[src/rtl/core/rdc_pkg.sv]
// Shared types and codes for the RS-485 direction controller.
package rdc_pkg;

    // Input action codes
    localparam logic [1:0] ACT_SEND  = 2'd0;
    localparam logic [1:0] ACT_DRAIN = 2'd1;
    localparam logic [1:0] ACT_TICK  = 2'd2;

    // Configuration register indexes
    localparam logic [2:0] REG_DRIVE_ACTIVE_HIGH   = 3'd0;
    localparam logic [2:0] REG_RECEIVE_ACTIVE_HIGH = 3'd1;
    localparam logic [2:0] REG_RELEASE_TICKS       = 3'd2;
    localparam logic [2:0] REG_TURNAROUND_TICKS    = 3'd3;
    localparam logic [2:0] REG_DRIVE_PIN_PRESENT   = 3'd4;
    localparam logic [2:0] REG_RECEIVE_PIN_PRESENT = 3'd5;

    localparam int CFG_INDEX_W = 3;
    localparam int CFG_DATA_W  = 16;

    // Reset value of the turnaround wait
    localparam logic [7:0] TURN_RESET = 8'd2;

    typedef struct packed {
        logic [1:0] action;
        logic [7:0] send_byte;
        logic       transmitter_empty;
    } t_req;

    typedef struct packed {
        logic       drive_pin;
        logic       receive_pin;
        logic       launch_valid;
        logic [7:0] launch_byte;
        logic       accepted;
        logic [2:0] phase_now;
    } t_res;

    typedef struct packed {
        logic        drive_active_high;
        logic        receive_active_high;
        logic [15:0] release_ticks;
        logic [7:0]  turnaround_ticks;
        logic        drive_pin_present;
        logic        receive_pin_present;
    } t_cfg;

endpackage

[src/rtl/core/rdc_channels.sv]
// Valid/ready channel interfaces for requests and results.
interface rdc_req_if;
    logic          valid;
    logic          ready;
    rdc_pkg::t_req payload;

    modport source (output valid, output payload, input ready);
    modport sink   (input valid, input payload, output ready);
endinterface

interface rdc_res_if;
    logic          valid;
    logic          ready;
    rdc_pkg::t_res payload;

    modport source (output valid, output payload, input ready);
    modport sink   (input valid, input payload, output ready);
endinterface

[src/rtl/core/rs485_direction_control_unit.sv]
// Top level of the RS-485 direction controller: input and result registers.
//
//  channel  dir  handshake      payload
//  i_req    in   valid/ready    action, send_byte, transmitter_empty
//  o_res    out  valid/ready    drive_pin, receive_pin, launch_valid,
//                               launch_byte, accepted, phase_now
//  cfg      in   i_cfg_we only  i_cfg_index, i_cfg_data
//
// One item per cycle sustained while the result register is not stalled; an item passes
// through the input register, then the phase step loads its result into the result register.
// Synchronous active-low reset returns to receive mode with default registers.
// A stalled result holds; the input register still takes one item behind it.
module rs485_direction_control_unit (
    input  logic                            i_clk,
    input  logic                            i_rst_n,
    rdc_req_if.sink                         i_req,
    rdc_res_if.source                       o_res,
    input  logic                            i_cfg_we,
    input  logic [rdc_pkg::CFG_INDEX_W-1:0] i_cfg_index,
    input  logic [rdc_pkg::CFG_DATA_W-1:0]  i_cfg_data
);

    rdc_pkg::t_cfg cfg;
    rdc_pkg::t_req r_in_item;
    rdc_pkg::t_res r_out_res;
    rdc_pkg::t_res step_res;
    logic          r_in_valid;
    logic          r_out_valid;
    logic          advance;
    logic          step;

    rdc_cfg_regs u_cfg (
        .i_clk       (i_clk),
        .i_rst_n     (i_rst_n),
        .i_cfg_we    (i_cfg_we),
        .i_cfg_index (i_cfg_index),
        .i_cfg_data  (i_cfg_data),
        .o_cfg       (cfg)
    );

    // Pipeline moves when the result register is free or being drained
    assign advance     = !r_out_valid || o_res.ready;
    assign step        = advance && r_in_valid;
    assign i_req.ready = !r_in_valid || advance;

    rdc_phase_ctrl u_phase (
        .i_clk   (i_clk),
        .i_rst_n (i_rst_n),
        .i_step  (step),
        .i_item  (r_in_item),
        .i_cfg   (cfg),
        .o_res   (step_res)
    );

    // Valid flags
    always_ff @(posedge i_clk) begin
        if (!i_rst_n) begin
            r_in_valid  <= 1'b0;
            r_out_valid <= 1'b0;
        end else begin
            if (i_req.ready) begin
                r_in_valid <= i_req.valid;
            end
            if (advance) begin
                r_out_valid <= r_in_valid;
            end
        end
    end

    // Payload registers
    always_ff @(posedge i_clk) begin
        if (i_req.valid && i_req.ready) begin
            r_in_item <= i_req.payload;
        end
        if (step) begin
            r_out_res <= step_res;
        end
    end

    assign o_res.valid   = r_out_valid;
    assign o_res.payload = r_out_res;

endmodule

[src/rtl/core/rdc_cfg_regs.sv]
// Configuration register bank written through a plain write port.
module rdc_cfg_regs (
    input  logic                           i_clk,
    input  logic                           i_rst_n,
    input  logic                           i_cfg_we,
    input  logic [rdc_pkg::CFG_INDEX_W-1:0] i_cfg_index,
    input  logic [rdc_pkg::CFG_DATA_W-1:0]  i_cfg_data,
    output rdc_pkg::t_cfg                  o_cfg
);

    rdc_pkg::t_cfg r_cfg;

    // Register writes; unknown indexes are dropped
    always_ff @(posedge i_clk) begin
        if (!i_rst_n) begin
            r_cfg.drive_active_high   <= 1'b1;
            r_cfg.receive_active_high <= 1'b0;
            r_cfg.release_ticks       <= '0;
            r_cfg.turnaround_ticks    <= rdc_pkg::TURN_RESET;
            r_cfg.drive_pin_present   <= 1'b1;
            r_cfg.receive_pin_present <= 1'b1;
        end else if (i_cfg_we) begin
            unique case (i_cfg_index)
                rdc_pkg::REG_DRIVE_ACTIVE_HIGH:   r_cfg.drive_active_high   <= i_cfg_data[0];
                rdc_pkg::REG_RECEIVE_ACTIVE_HIGH: r_cfg.receive_active_high <= i_cfg_data[0];
                rdc_pkg::REG_RELEASE_TICKS:       r_cfg.release_ticks       <= i_cfg_data;
                rdc_pkg::REG_TURNAROUND_TICKS:    r_cfg.turnaround_ticks    <= i_cfg_data[7:0];
                rdc_pkg::REG_DRIVE_PIN_PRESENT:   r_cfg.drive_pin_present   <= i_cfg_data[0];
                rdc_pkg::REG_RECEIVE_PIN_PRESENT: r_cfg.receive_pin_present <= i_cfg_data[0];
                default: ;
            endcase
        end
    end

    assign o_cfg = r_cfg;

endmodule

[src/rtl/core/rdc_phase_ctrl.sv]
// Direction phase state machine: one registered step per transfer.
module rdc_phase_ctrl (
    input  logic          i_clk,
    input  logic          i_rst_n,
    input  logic          i_step,
    input  rdc_pkg::t_req i_item,
    input  rdc_pkg::t_cfg i_cfg,
    output rdc_pkg::t_res o_res
);

    typedef enum logic [2:0] {
        PH_RECEIVE   = 3'd0,
        PH_RX_OFF    = 3'd1,
        PH_DRIVE_ON  = 3'd2,
        PH_SENDING   = 3'd3,
        PH_HOLD      = 3'd4,
        PH_WATCH     = 3'd5,
        PH_DRIVE_OFF = 3'd6,
        PH_RX_ON     = 3'd7
    } t_phase;

    t_phase      r_phase, n_phase;
    logic [15:0] r_release_count, n_release_count;
    logic [7:0]  r_turn_count, n_turn_count;
    logic [7:0]  r_held_byte, n_held_byte;

    logic        turn_nz, rx_wait, drv_wait;
    logic [7:0]  turn_dec;
    logic [15:0] release_dec;
    logic        launch;
    logic [7:0]  launch_byte;
    logic        accepted;
    logic        driving, receiving;

    assign turn_nz     = (i_cfg.turnaround_ticks != 8'd0);
    assign rx_wait     = i_cfg.receive_pin_present && turn_nz;
    assign drv_wait    = i_cfg.drive_pin_present && turn_nz;
    assign turn_dec    = r_turn_count - {7'd0, (r_turn_count != 8'd0)};
    assign release_dec = r_release_count - {15'd0, (r_release_count != 16'd0)};

    // Next phase for one item; pin changes with zero wait fall through
    always_comb begin
        n_phase         = r_phase;
        n_release_count = r_release_count;
        n_turn_count    = r_turn_count;
        n_held_byte     = r_held_byte;
        launch          = 1'b0;
        launch_byte     = 8'd0;
        accepted        = 1'b0;
        case (i_item.action)
            rdc_pkg::ACT_SEND: begin
                if (r_phase == PH_RECEIVE) begin
                    n_held_byte = i_item.send_byte;
                    accepted    = 1'b1;
                    if (rx_wait) begin
                        n_phase      = PH_RX_OFF;
                        n_turn_count = i_cfg.turnaround_ticks;
                    end else if (drv_wait) begin
                        n_phase      = PH_DRIVE_ON;
                        n_turn_count = i_cfg.turnaround_ticks;
                    end else begin
                        n_phase     = PH_SENDING;
                        launch      = 1'b1;
                        launch_byte = i_item.send_byte;
                    end
                end else if (r_phase inside {PH_SENDING, PH_HOLD, PH_WATCH}) begin
                    // pass through, cancels any pending release
                    accepted    = 1'b1;
                    n_phase     = PH_SENDING;
                    launch      = 1'b1;
                    launch_byte = i_item.send_byte;
                end
            end
            rdc_pkg::ACT_DRAIN: begin
                if (r_phase == PH_SENDING) begin
                    if (i_cfg.release_ticks != 16'd0) begin
                        n_phase         = PH_HOLD;
                        n_release_count = i_cfg.release_ticks;
                    end else begin
                        n_phase = PH_WATCH;
                    end
                end
            end
            rdc_pkg::ACT_TICK: begin
                case (r_phase)
                    PH_RX_OFF, PH_DRIVE_ON, PH_DRIVE_OFF, PH_RX_ON: begin
                        n_turn_count = turn_dec;
                        if (turn_dec == 8'd0) begin
                            case (r_phase)
                                PH_RX_OFF: begin
                                    if (drv_wait) begin
                                        n_phase      = PH_DRIVE_ON;
                                        n_turn_count = i_cfg.turnaround_ticks;
                                    end else begin
                                        n_phase     = PH_SENDING;
                                        launch      = 1'b1;
                                        launch_byte = r_held_byte;
                                    end
                                end
                                PH_DRIVE_ON: begin
                                    n_phase     = PH_SENDING;
                                    launch      = 1'b1;
                                    launch_byte = r_held_byte;
                                end
                                PH_DRIVE_OFF: begin
                                    if (rx_wait) begin
                                        n_phase      = PH_RX_ON;
                                        n_turn_count = i_cfg.turnaround_ticks;
                                    end else begin
                                        n_phase = PH_RECEIVE;
                                    end
                                end
                                default: n_phase = PH_RECEIVE;
                            endcase
                        end
                    end
                    PH_HOLD, PH_WATCH: begin
                        if (r_phase == PH_HOLD) begin
                            n_release_count = release_dec;
                        end
                        if ((r_phase == PH_HOLD && release_dec == 16'd0) ||
                            (r_phase == PH_WATCH && i_item.transmitter_empty)) begin
                            // release: driver off, then receiver on
                            if (drv_wait) begin
                                n_phase      = PH_DRIVE_OFF;
                                n_turn_count = i_cfg.turnaround_ticks;
                            end else if (rx_wait) begin
                                n_phase      = PH_RX_ON;
                                n_turn_count = i_cfg.turnaround_ticks;
                            end else begin
                                n_phase = PH_RECEIVE;
                            end
                        end
                    end
                    default: ;
                endcase
            end
            default: ;
        endcase
    end

    // Pin levels follow the phase after the step
    assign driving   = (n_phase inside {PH_DRIVE_ON, PH_SENDING, PH_HOLD, PH_WATCH});
    assign receiving = (n_phase == PH_RECEIVE) || (n_phase == PH_RX_ON);

    always_comb begin
        o_res.drive_pin    = i_cfg.drive_pin_present &&
                             (driving ? i_cfg.drive_active_high : !i_cfg.drive_active_high);
        o_res.receive_pin  = i_cfg.receive_pin_present &&
                             (receiving ? i_cfg.receive_active_high
                                        : !i_cfg.receive_active_high);
        o_res.launch_valid = launch;
        o_res.launch_byte  = launch_byte;
        o_res.accepted     = accepted;
        o_res.phase_now    = n_phase;
    end

    // State update on each transfer leaving the input register
    always_ff @(posedge i_clk) begin
        if (!i_rst_n) begin
            r_phase         <= PH_RECEIVE;
            r_release_count <= '0;
            r_turn_count    <= '0;
            r_held_byte     <= '0;
        end else if (i_step) begin
            r_phase         <= n_phase;
            r_release_count <= n_release_count;
            r_turn_count    <= n_turn_count;
            r_held_byte     <= n_held_byte;
        end
    end

`ifndef SYNTHESIS
    // a turnaround wait always has ticks left to count
    a_turn_live: assert property (@(posedge i_clk) disable iff (!i_rst_n)
        (r_phase == PH_RX_OFF || r_phase == PH_DRIVE_ON ||
         r_phase == PH_DRIVE_OFF || r_phase == PH_RX_ON) |-> (r_turn_count != 8'd0))
        else $error("turnaround phase with zero count");

    // the release hold always has ticks left to count
    a_hold_live: assert property (@(posedge i_clk) disable iff (!i_rst_n)
        (r_phase == PH_HOLD) |-> (r_release_count != 16'd0))
        else $error("hold phase with zero release count");

    // a launch always leaves the block in sending
    a_launch_phase: assert property (@(posedge i_clk) disable iff (!i_rst_n)
        (i_step && launch) |=> (r_phase == PH_SENDING))
        else $error("launch without entering sending");

    // a send taken in receive mode holds its byte
    a_held: assert property (@(posedge i_clk) disable iff (!i_rst_n)
        (i_step && r_phase == PH_RECEIVE && i_item.action == rdc_pkg::ACT_SEND)
        |=> (r_held_byte == $past(i_item.send_byte)))
        else $error("held byte not captured");
`endif

endmodule

[src/flat_wrapper.sv]
// flat-port wrapper written by rule: the top's interface ports become plain ports
module rs485_direction_control_unit_flat 
  (i_clk, i_rst_n, i_cfg_we, i_cfg_index, i_cfg_data, i_req_valid, i_req_payload, i_req_ready, o_res_valid, o_res_payload, o_res_ready);
  rdc_req_if i_req_i ();
  rdc_res_if o_res_i ();
  input  logic i_clk;
  input  logic i_rst_n;
  input  logic i_cfg_we;
  input  logic [rdc_pkg::CFG_INDEX_W-1:0] i_cfg_index;
  input  logic [rdc_pkg::CFG_DATA_W-1:0] i_cfg_data;
  input wire logic [$bits(i_req_i.valid)-1:0] i_req_valid;
  input wire logic [$bits(i_req_i.payload)-1:0] i_req_payload;
  output wire logic [$bits(i_req_i.ready)-1:0] i_req_ready;
  output wire logic [$bits(o_res_i.valid)-1:0] o_res_valid;
  output wire logic [$bits(o_res_i.payload)-1:0] o_res_payload;
  input wire logic [$bits(o_res_i.ready)-1:0] o_res_ready;
  assign i_req_i.valid = i_req_valid;
  assign i_req_i.payload = i_req_payload;
  assign i_req_ready = i_req_i.ready;
  assign o_res_valid = o_res_i.valid;
  assign o_res_payload = o_res_i.payload;
  assign o_res_i.ready = o_res_ready;
  rs485_direction_control_unit u_core (.i_clk(i_clk), .i_rst_n(i_rst_n), .i_req(i_req_i), .o_res(o_res_i), .i_cfg_we(i_cfg_we), .i_cfg_index(i_cfg_index), .i_cfg_data(i_cfg_data));
endmodule
[config.mk]
export PLATFORM = sky130hd
export DESIGN_NAME = rs485_direction_control_unit_flat
export DESIGN_NICKNAME = d
export VERILOG_FILES = /design/src/rtl/core/rdc_pkg.sv /design/src/rtl/core/rdc_channels.sv /design/src/rtl/core/rs485_direction_control_unit.sv /design/src/rtl/core/rdc_cfg_regs.sv /design/src/rtl/core/rdc_phase_ctrl.sv /design/src/flat_wrapper.sv
export SDC_FILE = /design/constraint.sdc
export NUM_CORES = 1
export LEC_CHECK = 0
export BUFFER_PORTS_ARGS = -buffer_cell sky130_fd_sc_hd__buf_2
export CAP_MARGIN = 5
export CORE_MARGIN = 10
export CORE_UTILIZATION = 60
export DETAILED_ROUTE_END_ITERATION = 8
export GPL_TIMING_DRIVEN = 0
export PLACE_DENSITY = 0.87
export SYNTH_ARGS = -nofsm -noshare
export SYNTH_HDL_FRONTEND = slang
export SYNTH_SLANG_ARGS = --single-unit
[constraint.sdc]
create_clock -name i_clk -period 8.4 [get_ports i_clk]
set_input_delay 0.84 -clock i_clk [delete_from_list [all_inputs] [get_ports i_clk]]
set_output_delay 0.84 -clock i_clk [all_outputs]
set_load 0.02 [all_outputs]
After elaboration in Yosys (flattened, before gate mapping)
Index checks and enable logic that the tools add are counted.
Word-level totals
  bits in registers: 91
  bits of input ports: 35
  output and inout port bits: 17
  logic and storage cells: 142
Cells by class
  $add $sub $neg: 2
  eq/ne operators: 28
  multiplexer cells: 50
  reduce and logical (&&, ||, !) cells: 41
Operators with widths (count)
  8-bit two-way mux: 16
  8-bit one-hot mux with 2 select lines: 5
  16-bit two-way mux: 4
  16-bit one-hot mux with 2 select lines: 1
  16-bit nonzero test: 2
  3-bit == test, second input constant: 9
  3-bit two-way mux: 7
  3-bit by 2-bit == test with 1-bit output, second input constant: 6
  3-bit one-hot mux with 3 select lines: 2
  16-bit logical NOT: 1
  8-bit nonzero test: 2
  16-bit by 1-bit subtractor with 16-bit output: 1
  2-bit AND reduction: 6
  1-bit two-way mux: 11
  2-bit inequality test, second input constant: 5
  3-bit logical NOT: 3
  1-bit logical AND: 8
  8-bit logical NOT: 1
  8-bit by 1-bit subtractor with 8-bit output: 1
  7-bit AND reduction: 1
  3-bit by 1-bit == test with 1-bit output, second input constant: 2
  3-bit inequality test, second input constant: 2
  3-bit one-hot mux with 2 select lines: 1
  6-bit AND reduction: 1
  other kinds (15): 23

Longest topological paths before layout
Gate-level depths: netlist of run 1.
  depth after elaboration: 12
  depth in mapped cells: 17
  gate-level depth less buffers: 14

By module
Synthesis of run 1 repeated with hierarchy kept, for this count alone.
Second synthesis, totals
  cell total of the unflattened synthesis: 526
  area total of the unflattened synthesis: 4825.9 um^2
By module, submodules not included
  rdc_phase_ctrl: instances 1, cells each 375, area each 2793.9 um^2
  rdc_cfg_regs: instances 1, cells each 116, area each 1147.4 um^2
  rs485_direction_control_unit: instances 1, cells each 35, area each 884.6 um^2

Least setup slack after synthesis of run 1
OpenSTA, ideal clock, no wires.
  path type: reg-to-reg
  start: register u_core.u_phase.r_release_count[3]
  end: register u_core.r_out_res (netlist bit u_core.o_res.payload[13]), data pin
  setup time: 0.138 ns
  arrival time: 3.628 ns
  path slack: 4.634 ns
  stages on the path, launching flop included: 16
  path through: dfxtp_1 -> or4_1 -> clkbuf_1 -> nor4_1 -> nand3_1 -> ha_1 -> ha_1 -> buf_6 -> nor2_1 -> a21oi_1 -> a2bb2oi_1 -> or4_4 -> o21ai_4 -> o21ai_2 -> or4_1 -> nand4_1
RTL lines
  start: declaration: RTL line rdc_phase_ctrl.sv:23  | logic [15:0] r_release_count, n_release_count;
  start signal: assignment: RTL line rdc_phase_ctrl.sv:167  | r_release_count <= n_release_count;
  end signal: assignment: RTL line rs485_direction_control_unit.sv:76  | r_out_res <= step_res;
  end: declaration: RTL line rs485_direction_control_unit.sv:25  | rdc_pkg::t_res r_out_res;

==> impl_metrics.env, run 1 <==
export IMPL_outcome="complete, no violations"
export IMPL_finalWirelength_um=13000
export IMPL_maxSlewHeadroom_pct=21.4
export IMPL_post_cts_buffers=0
export IMPL_grt_max_degree=22
export IMPL_yosysUniqueCellTypes=72
export IMPL_muxShareOfSynthArea_pct=2.87
export IMPL_power_leakage_nw=2.05
export IMPL_die_y_um=110
export IMPL_syn_to_final_growth_pct=11.3
export IMPL_rows=32
export IMPL_ys_seq_area_share_pct=42.6
export IMPL_startpoint_type="register"
export IMPL_slowest_delay_ns=0.59
export IMPL_cp_slowest_cell="or4_4"
export IMPL_drt_iter0_markers=382
export IMPL_drt_pass1_iterations=6
export IMPL_nets=656
export IMPL_yosys_area_share_simple_pct=26.1
export IMPL_internal_power_uw=613
export IMPL_routedWlPerCell_um=18.0
export IMPL_clock_latency_ns=0.37
export IMPL_synth_ff_type="dfxtp_1"
export IMPL_grt_antenna_before_repair=0
export IMPL_seq_area_mm2=0.00208
export IMPL_cts_sinks=91
export IMPL_switchingPower_uw=239
export IMPL_io_pins=52
export IMPL_swShare_pct=28.1
export IMPL_cts_root_buf="clkbuf_8"
export IMPL_initial_utilization_pct=62.5
export IMPL_synthXorXnorAreaFrac_pct=1.26
export IMPL_routed_via_count=4484
export IMPL_rsz0062_at_grt="no"
export IMPL_maxCapViolCount=0
export IMPL_end_kind="register"
export IMPL_grt_pass1_wl_um=20800
export IMPL_place_gp_congestion=0.967
export IMPL_fin_crit_ns=4.35
export IMPL_synth_area_mm2=0.00488
export IMPL_clk_pin_slew_ns=0.09
export IMPL_min_period_over_period_pct=51.8
export IMPL_p_comb_share_pct=11.8
export IMPL_worstSetupPathType="register to register"
export IMPL_final_fill_count=624
export IMPL_post_cts_resized=0
export IMPL_first_global_vias=4237
export IMPL_maxSlewViolCount=0
export IMPL_syn_nets=596
export IMPL_crit_fanout=10
export IMPL_peakVddDrop_mv=0.101
export IMPL_min_path_cells=2
export IMPL_ant_nets=0
export IMPL_worstMarginPinSlew_ns=1.18
export IMPL_yosysWarnings=0
export IMPL_core_area_mm2=0.00781
export IMPL_holdBufCountCts=0
export IMPL_min_path_type="register to register"
export IMPL_drc_errors=0
export IMPL_synth_seq_cells=91
export IMPL_antenna_cells=0
export IMPL_grt_ovfl_total=0
export IMPL_synth_top_family_by_area="simple AND/OR/NAND/NOR gates"
export IMPL_critPathTopFamily="simple AND/OR/NAND/NOR gates"
export IMPL_p_total_uw=852
export IMPL_clockBufferDepth=2
export IMPL_r2r_end="u_core.o_res.payload[14]$_DFFE_PP_"
export IMPL_drive_above_1_share_pct=15.6
export IMPL_setup_viol=0
export IMPL_syn_avg_cell_area_um2=8.77
export IMPL_worstHoldStart="u_core.u_cfg.o_cfg[17]$_SDFFE_PN0P_"
export IMPL_clkPwrFrac_pct=32.9
export IMPL_power_density_mw_per_mm2=157
export IMPL_hold_path_end="u_core.u_cfg.o_cfg[17]$_SDFFE_PN0P_"
export IMPL_die_area_mm2=0.0121
export IMPL_yosys_area_share_adder_pct=1.03
export IMPL_h_tree_depth=3
export IMPL_rrSetupSlack_ns=4.05
export IMPL_cp_arrival_ns=4.52
export IMPL_path_buf_inv=3
export IMPL_hpwl_um=9630
export IMPL_synth_compound_area_share_pct=21.7
export IMPL_timing_fmax_mhz=230
export IMPL_async_reset_ff_share_pct=0
export IMPL_via_per_inst=6.19
export IMPL_crit_required_ns=8.57
export IMPL_fin_setup_tns_ns=0
export IMPL_pwr_share_seq_pct=55.3
export IMPL_synthCells=557
export IMPL_port_buffers=48
export IMPL_die_w_um=110
export IMPL_cts_made_buffers=9
export IMPL_hold_viol_final=0
export IMPL_clock_skew_ns=0.00845
export IMPL_track_usage_pct=21.4
export IMPL_r2r_cells=16
export IMPL_multi_input_area_mm2=0.00259
export IMPL_crit_path_cell_trace="clkbuf_1 > nor2_1 > nor4b_1 > nand3_1 > ha_1 > ha_1 > buf_6 > nor2_1 > a21oi_1 > a2bb2oi_1 > or4_4 > o21ai_4 > a22oi_1 > inv_2 > xnor2_1 > mux2i_1"
export IMPL_synth_edf_count=26
export IMPL_cts_tree="built"
export IMPL_r2r_start="u_core.u_phase.r_release_count[8]$_SDFFE_PN0P_"
[area by class of cell]
cell class                      instances  area share (%)
Clock buffer                           10            2.35
Clock inverter                          6           0.898
Inverter                               13           0.898
Multi-Input combinational cell        415            47.6
Timing Repair Buffer                   49            4.52
Sequential cell                        91            38.3
Buffer                                 38            3.04
Tap cell                              102            2.35
[sequential cells by signal (all words and copies together), names as in the netlist]
register and cells:
u_core.r_in_valid 1, u_core.u_phase.r_release_count 16, u_core.u_phase.r_turn_count 8, u_core.u_cfg.o_cfg 28, u_core.r_in_item 11, u_core.o_res.valid 1, u_core.o_res.payload 15, u_core.u_phase.r_phase 3
u_core.u_phase.r_held_byte 8
[worst max-delay path by stage]
stage / depth (start not counted) / end / startpoint / slack (ns)
finish: 16 / u_core.o_res.payload[14]$_DFFE_PP_ / u_core.u_phase.r_release_count[8]$_SDFFE_PN0P_ / 4.05
global route: 16 / u_core.o_res.payload[14]$_DFFE_PP_ / u_core.u_phase.r_release_count[8]$_SDFFE_PN0P_ / 3.87
CTS: 16 / u_core.o_res.payload[14]$_DFFE_PP_ / u_core.u_phase.r_release_count[8]$_SDFFE_PN0P_ / 4.16
detailed placement: 16 / u_core.o_res.payload[14]$_DFFE_PP_ / u_core.u_phase.r_release_count[8]$_SDFFE_PN0P_ / 4.20
global placement: 16 / u_core.o_res.payload[14]$_DFFE_PP_ / u_core.u_phase.r_release_count[8]$_SDFFE_PN0P_ / 4.18
floorplan: 15 / u_core.o_res.payload[13]$_DFFE_PP_ / u_core.u_phase.r_release_count[3]$_SDFFE_PN0P_ / 4.63
[power by group through the flow]
stage	clock [mW]	combinational (mW)	sequential (mW)
finish	0.280	0.100	0.471
global route	0.298	0.111	0.473
CTS	0.281	0.0992	0.471
detailed placement	0	0.0988	0.481
global placement	0	0.0953	0.481
floorplan	0	0.0625	0.484
[metal layers]
metal / vias to the layer above / GRT usage (%) / part of all wire, %
met5: - / 0 / 0
met4: 0 / 6.88 / 1.4
met3: 22 / 3.71 / 8.5
met2: 202 / 34.0 / 46
met1: 2110 / 29.1 / 44
li1: 2150 / - / -
[cells in the final DEF (no fill, tap or decap), drive strengths merged, types with 6 or more instances in the layout]
master  Yosys  routed
nor2       42      42
a21oi      24      24
a22o        7       7
nor2b      27      27
nand4       8       8
o21ai      36      36
nor4       16      16
edfxtp     26      26
nor3       14      14
nand2      82      82
dfxtp      65      65
clkbuf     30      40
mux2i      14      14
a21boi     27      27
a31oi       6       6
inv        13      16
a22oi       6       6
buf         8      57
and2       12      12
or4         8       8
[stage by stage]
stage | util [%] | std cells | cell area [um2] | hold slack [ns] | setup slack (ns)
floorplan | - | 557 | 4880 | 0.456 | 4.63
global placement | 67.2 | 707 | 5250 | 0.474 | 4.18
detailed placement | 67.3 | 708 | 5260 | 0.477 | 4.20
CTS | 69.6 | 724 | 5430 | 0.493 | 4.16
global route | 69.6 | 724 | 5430 | 0.518 | 3.87
finish | 69.6 | 724 | 5430 | 0.490 | 4.05
[cell families after synthesis]
logic type,Yosys count
adder cells (fa/ha/maj),4
AO/OA/AOI/OAI,146
buffers and inverters,51
flip-flops,91
multiplexers,14
AND/OR/NAND/NOR,244
XOR/XNOR,7
[cell usage after synthesis, drive strengths merged, types with 12 or more instances]
master / count / area (um2)
a21boi: 27 / 203
a21oi: 24 / 120
and2: 12 / 77.6
clkbuf: 30 / 113
dfxtp: 65 / 1300
edfxtp: 26 / 781
inv: 13 / 48.8
mux2i: 14 / 140
nand2: 82 / 310
nor2: 42 / 160
nor2b: 27 / 169
nor3: 14 / 70.1
nor4: 16 / 121
o21ai: 36 / 214
[tightest hold or removal path, cell delays in order (launching register included)]
cell	delay (ns)
dfxtp_1	0.33
nand2_1	0.05
a21boi_0	0.07
(Power assumes the default switching activity.)
==> inputs of run 2 (changes only) <==
Settings changed: CORE_UTILIZATION 60 to 53, PLACE_DENSITY 0.87 to 0.82.
Clock period 8.4 ns to 4 ns, I/O delays scaled along.
==> impl_metrics.env, run 2 (synthesized netlist as in run 1, its figures left out) <==
export IMPL_h_tree_depth=3
export IMPL_timing_fmax_mhz=255
export IMPL_grtUsageMet1_pct=24.7
export IMPL_nets=664
export IMPL_peakVddDrop_mv=0.204
export IMPL_crit_fanout=10
export IMPL_end_kind="register"
export IMPL_setup_viol=0
export IMPL_track_usage_pct=18.6
export IMPL_slowest_delay_ns=0.58
export IMPL_grt_antenna_before_repair=0
export IMPL_endpoint="u_core.o_res.payload[13]$_DFFE_PP_"
export IMPL_worstMarginPinSlew_ns=1.15
export IMPL_rsz0062_at_grt="yes"
export IMPL_r2r_start="u_core.u_phase.r_release_count[2]$_SDFFE_PN0P_"
export IMPL_first_global_vias=4299
export IMPL_via_per_inst=6.10
export IMPL_die_y_um=116
export IMPL_grt_pass1_wl_um=20500
export IMPL_drive_above_1_share_pct=18.9
export IMPL_finalInstanceArea_mm2=0.00561
export IMPL_use_met2_pct=29.4
export IMPL_grt_ovfl_total=0
export IMPL_finalWirelength_um=12800
export IMPL_holdBufCountCts=0
export IMPL_startpoint_type="register"
export IMPL_routed_via_count=4505
export IMPL_r2r_cells=15
export IMPL_largest_reg_flops=28
export IMPL_cp_slowest_cell="or4_4"
export IMPL_cts_tree="built"
export IMPL_ant_nets=0
export IMPL_hpwl_um=9130
export IMPL_antenna_cells=0
export IMPL_postPlaceCellArea_mm2=0.00526
export IMPL_initial_utilization_pct=55.2
export IMPL_place_gp_congestion=0.947
export IMPL_drt_pass1_iterations=5
export IMPL_core_area_mm2=0.00885
export IMPL_clockBufferDepth=2
export IMPL_grt_max_degree=22
export IMPL_grt_util_met3_pct=3.57
export IMPL_min_period_over_period_pct=98.1
export IMPL_layout_common_cells="nand2_1, dfxtp_1, buf_2"
export IMPL_die_area_mm2=0.0135
export IMPL_routedWlPerCell_um=17.3
export IMPL_rows=34
export IMPL_final_common_cell="nand2_1"
export IMPL_cts_sinks=91
export IMPL_syn_to_final_growth_pct=15.0
export IMPL_drt_iter0_markers=497
export IMPL_post_route_util_pct=63.4
export IMPL_worstSetupPathType="register to register"
export IMPL_io_pins=52
export IMPL_crit_path_start="u_core.u_phase.r_release_count[2]$_SDFFE_PN0P_"
export IMPL_clock_latency_ns=0.37
export IMPL_clk_pin_slew_ns=0.10
export IMPL_crit_required_ns=4.23
export IMPL_cts_made_buffers=9
export IMPL_r2r_end="u_core.o_res.payload[13]$_DFFE_PP_"
export IMPL_drc_errors=0
export IMPL_cts_root_buf="clkbuf_8"
export IMPL_crit_path_cell_trace="buf_4 > or4_4 > nor4_2 > nand3_1 > ha_2 > ha_1 > buf_6 > nor2_1 > a21oi_1 > a2bb2oi_1 > or4_4 > o21ai_4 > o21ai_4 > or4_1 > nand4_1"
export IMPL_hold_viol_final=0
export IMPL_outcome="complete, no violations"
export IMPL_power_leakage_nw=2.16
export IMPL_p_total_mw=1.85
export IMPL_cp_arrival_ns=4.16
export IMPL_grt_busiest_layer="met2"
export IMPL_port_buffers=48
export IMPL_power_density_mw_per_mm2=330
export IMPL_maxCapViolCount=0
export IMPL_rrSetupSlack_ns=0.08
export IMPL_maxSlewViolCount=0
export IMPL_maxSlewHeadroom_pct=23.6
export IMPL_clock_skew_ns=0.0113
export IMPL_min_path_type="input port to register"
export IMPL_fin_crit_ns=3.92
export IMPL_die_w_um=116
[run 2: changes by cell type in the layout (fill, tap and decap cells not counted), sizes merged]
cell,change
bufinv,+1
buf,+10
clkbuf,-3
clkinvlp,-2
inv,-1
clkinv,+3
[run 2: cell type report]
class                           count  area, um2
Clock inverter                      7       75.1
Timing Repair Buffer               59        320
Clock buffer                        9        124
Multi-Input combinational cell    415       2670
Buffer                             36        158
Tap cell                          108        135
Inverter                           13       48.8
Sequential cell                    91       2080
Fill cell                         715       3240
[run 2: routing by layer]
metal | part of all wire (%) | wire length (um)
met1 | 45 | 5740
met3 | 8.0 | 1030
met2 | 45 | 5760
met4 | 2.1 | 270
met5 | 0 | 0
[run 2: timing repair]
item | in CTS | in global routing
endpoints found under the setup margin | 5 | 8
gates cloned | 0 | 0
gates resized for setup | 5 | 11
buffers inserted | 0 | 10
pin swaps | 1 | 7
[run 2: how the worst min path moves through the flow]
stage	from	end	slack, ns	cells after the start
3_5_place_dp	u_core.u_cfg.o_cfg[8]$_SDFFE_PN0P_	u_core.u_cfg.o_cfg[8]$_SDFFE_PN0P_	0.48	2
2_1_floorplan	u_core.u_cfg.o_cfg[8]$_SDFFE_PN0P_	u_core.u_cfg.o_cfg[8]$_SDFFE_PN0P_	0.46	2
3_3_place_gp	u_core.u_cfg.o_cfg[2]$_SDFFE_PN0P_	u_core.u_cfg.o_cfg[2]$_SDFFE_PN0P_	0.48	2
6_report	i_req_payload[5]	u_core.r_in_item[5]$_DFFE_PP_	0.20	1
4_1_cts	i_req_payload[5]	u_core.r_in_item[5]$_DFFE_PP_	0.20	1
5_1_grt	i_req_payload[6]	u_core.r_in_item[6]$_DFFE_PP_	0.19	1
[run 2: worst max-delay path, delay by kind of cell, from the launching register on]
family                   cells  cell delay, ns
adder cells (fa/ha/maj)      2            0.42
buffers and inverters        2            0.30
AO/OA/AOI/OAI                4            0.61
AND/OR/NAND/NOR              7            2.16
flip-flops                   1            0.30
[run 2: power by group]
group / internal, mW / switching [mW]
logic: 0.0850 / 0.132
registers: 0.974 / 0.0163
clock network: 0.294 / 0.350
[run 2: per-stage QoR]
step	TNS [ns]	instances	hold WS, ns	setup slack [ns]
3_3_place_gp	-0.605	713	0.476	-0.213
6_report	0	738	0.198	0.0780
3_5_place_dp	-0.401	714	0.479	-0.173
5_1_grt	-0.112	738	0.191	-0.0530
2_1_floorplan	0	557	0.456	0.234
4_1_cts	0	729	0.196	0.00960
==> inputs of run 3 (changes only) <==
Settings changed: REMOVE_ABC_BUFFERS from default to 1.
==> impl_metrics.env, run 3 (synthesized netlist as in run 1, its figures left out) <==
export IMPL_outcome="complete, no violations"
export IMPL_cts_tree="built"
export IMPL_die_y_um=116
export IMPL_worstSetupPathType="register to register"
export IMPL_final_common_cell="nand2_1"
export IMPL_worstMarginPinSlew_ns=0.973
export IMPL_routed_via_count=4230
export IMPL_via_per_inst=6.07
export IMPL_maxSlewViolCount=0
export IMPL_drt_pass1_iterations=6
export IMPL_holdBufCountCts=0
export IMPL_core_area_mm2=0.00885
export IMPL_dp_cells=681
export IMPL_largest_reg_flops=28
export IMPL_clockBufferDepth=2
export IMPL_cts_root_buf="clkbuf_8"
export IMPL_cts_sinks=91
export IMPL_rows=34
export IMPL_power_leakage_nw=2.02
export IMPL_final_fill_count=751
export IMPL_fin_setup_tns_ns=0
export IMPL_timing_fmax_mhz=262
export IMPL_die_area_mm2=0.0135
export IMPL_finalInstanceArea_mm2=0.00538
export IMPL_drive_above_1_share_pct=18.2
export IMPL_cp_arrival_ns=4.05
export IMPL_setup_viol=0
export IMPL_maxSlewHeadroom_pct=35.2
export IMPL_place_gp_congestion=0.926
export IMPL_maxCapViolCount=0
export IMPL_grt_max_degree=66
export IMPL_startpoint_type="register"
export IMPL_hpwl_um=8070
export IMPL_die_w_um=116
export IMPL_layout_common_cells="nand2_1, dfxtp_1, buf_2"
export IMPL_min_period_over_period_pct=95.5
export IMPL_cp_slowest_cell="or4_4"
export IMPL_timing_final_ws_setup_ns=0.181
export IMPL_critPathTopFamily="simple AND/OR/NAND/NOR gates"
export IMPL_pre_cts_ws_ns=-0.0487
export IMPL_path_buf_inv=0
export IMPL_min_path_type="input port to register"
export IMPL_slowest_delay_ns=0.59
export IMPL_multi_input_area_mm2=0.00263
export IMPL_crit_required_ns=4.23
export IMPL_postPlaceCellArea_mm2=0.00514
export IMPL_crit_path_cell_trace="or4_4 > nor4_1 > nand3_1 > ha_2 > ha_2 > nor2_1 > a21oi_1 > a2bb2oi_1 > or4_4 > o21ai_4 > o21ai_2 > or4_1 > nand4_1"
export IMPL_power_density_mw_per_mm2=343
export IMPL_crit_fanout=10
export IMPL_end_kind="register"
export IMPL_grt_pass1_wl_um=18400
export IMPL_io_pins=52
export IMPL_track_usage_pct=16.7
export IMPL_finalWirelength_um=11200
export IMPL_syn_to_final_growth_pct=10.3
export IMPL_rrSetupSlack_ns=0.18
export IMPL_nets=623
export IMPL_post_route_util_pct=60.8
export IMPL_instances_no_fill=697
export IMPL_seq_area_mm2=0.00208
export IMPL_cts_made_buffers=9
export IMPL_port_buffers=51
export IMPL_hold_viol_final=0
export IMPL_routedWlPerCell_um=16.1
export IMPL_clk_pin_slew_ns=0.10
export IMPL_h_tree_depth=3
export IMPL_peakVddDrop_mv=0.190
export IMPL_antenna_cells=0
export IMPL_drc_errors=0
export IMPL_clock_skew_ns=0.0116
export IMPL_grt_antenna_before_repair=0
export IMPL_hold_slack_ns=0.195
export IMPL_initial_utilization_pct=55.2
export IMPL_fin_crit_ns=3.82
export IMPL_clock_latency_ns=0.37
export IMPL_rsz0062_at_grt="no"
export IMPL_grt_ovfl_total=0
export IMPL_post_cts_buffers=0
export IMPL_first_global_vias=3897
export IMPL_p_total_mw=1.85
export IMPL_drt_iter0_markers=290
export IMPL_ant_nets=0
==> run 3: cell count changes in the layout (fill, tap and decap cells not counted), sizes merged <==
cell,previous run,this run
buf,67,54
clkbuf,37,9
clkinvlp,0,1
inv,15,17
clkinv,4,1
==> run 3: per-layer routing <==
layer  track usage [%]  vias up  part of all wire, %
li1                  -     2079                    -
met1              21.6     1972                   44
met2              27.0      156                   47
met3              3.46       23                  6.6
met4              6.09        0                  1.9
met5                 0        -                    0
==> run 3: final timing paths <==
check                                                                     from                                  to  depth (start not counted)
worst max-delay path            u_core.u_phase.r_release_count[3]$_SDFFE_PN0P_  u_core.o_res.payload[13]$_DFFE_PP_                         13
worst min-delay path                                          i_req_payload[3]       u_core.r_in_item[3]$_DFFE_PP_                          1
worst max register to register  u_core.u_phase.r_release_count[3]$_SDFFE_PN0P_  u_core.o_res.payload[13]$_DFFE_PP_                         13
worst min register to register              u_core.u_cfg.o_cfg[6]$_SDFFE_PN0P_  u_core.u_cfg.o_cfg[6]$_SDFFE_PN0P_                          2
==> run 3: power breakdown <==
group | leakage [nW] | switching [mW] | internal (mW)
Clock | 0.103 | 0.354 | 0.299
Combinational | 1.14 | 0.118 | 0.0815
Sequential | 0.778 | 0.0216 | 0.973
Total | 2.02 | 0.493 | 1.35
==> run 3: final cells by class <==
type / instances / area share, %
Clock inverter: 7 / 1.49
Sequential cell: 91 / 38.7
Multi-Input combinational cell: 415 / 48.8
Timing Repair Buffer: 54 / 5.25
Clock buffer: 9 / 2.30
Tap cell: 108 / 2.51
Inverter: 13 / 0.907
==> run 3: repair_timing <==
action                                  in CTS  in global routing
pin swaps                                    0                  1
resized for setup                            1                  9
endpoints found under the setup margin       1                  9
==> run 3: worst reg2reg max path, cell delays in order, from the launching register on <==
cell and delay (ns):
dfxtp_2 0.38, or4_4 0.59, nor4_1 0.19, nand3_1 0.13, ha_2 0.24, ha_2 0.25
nor2_1 0.11, a21oi_1 0.07, a2bb2oi_1 0.15, or4_4 0.57, o21ai_4 0.21, o21ai_2 0.15
or4_1 0.54, nand4_1 0.11
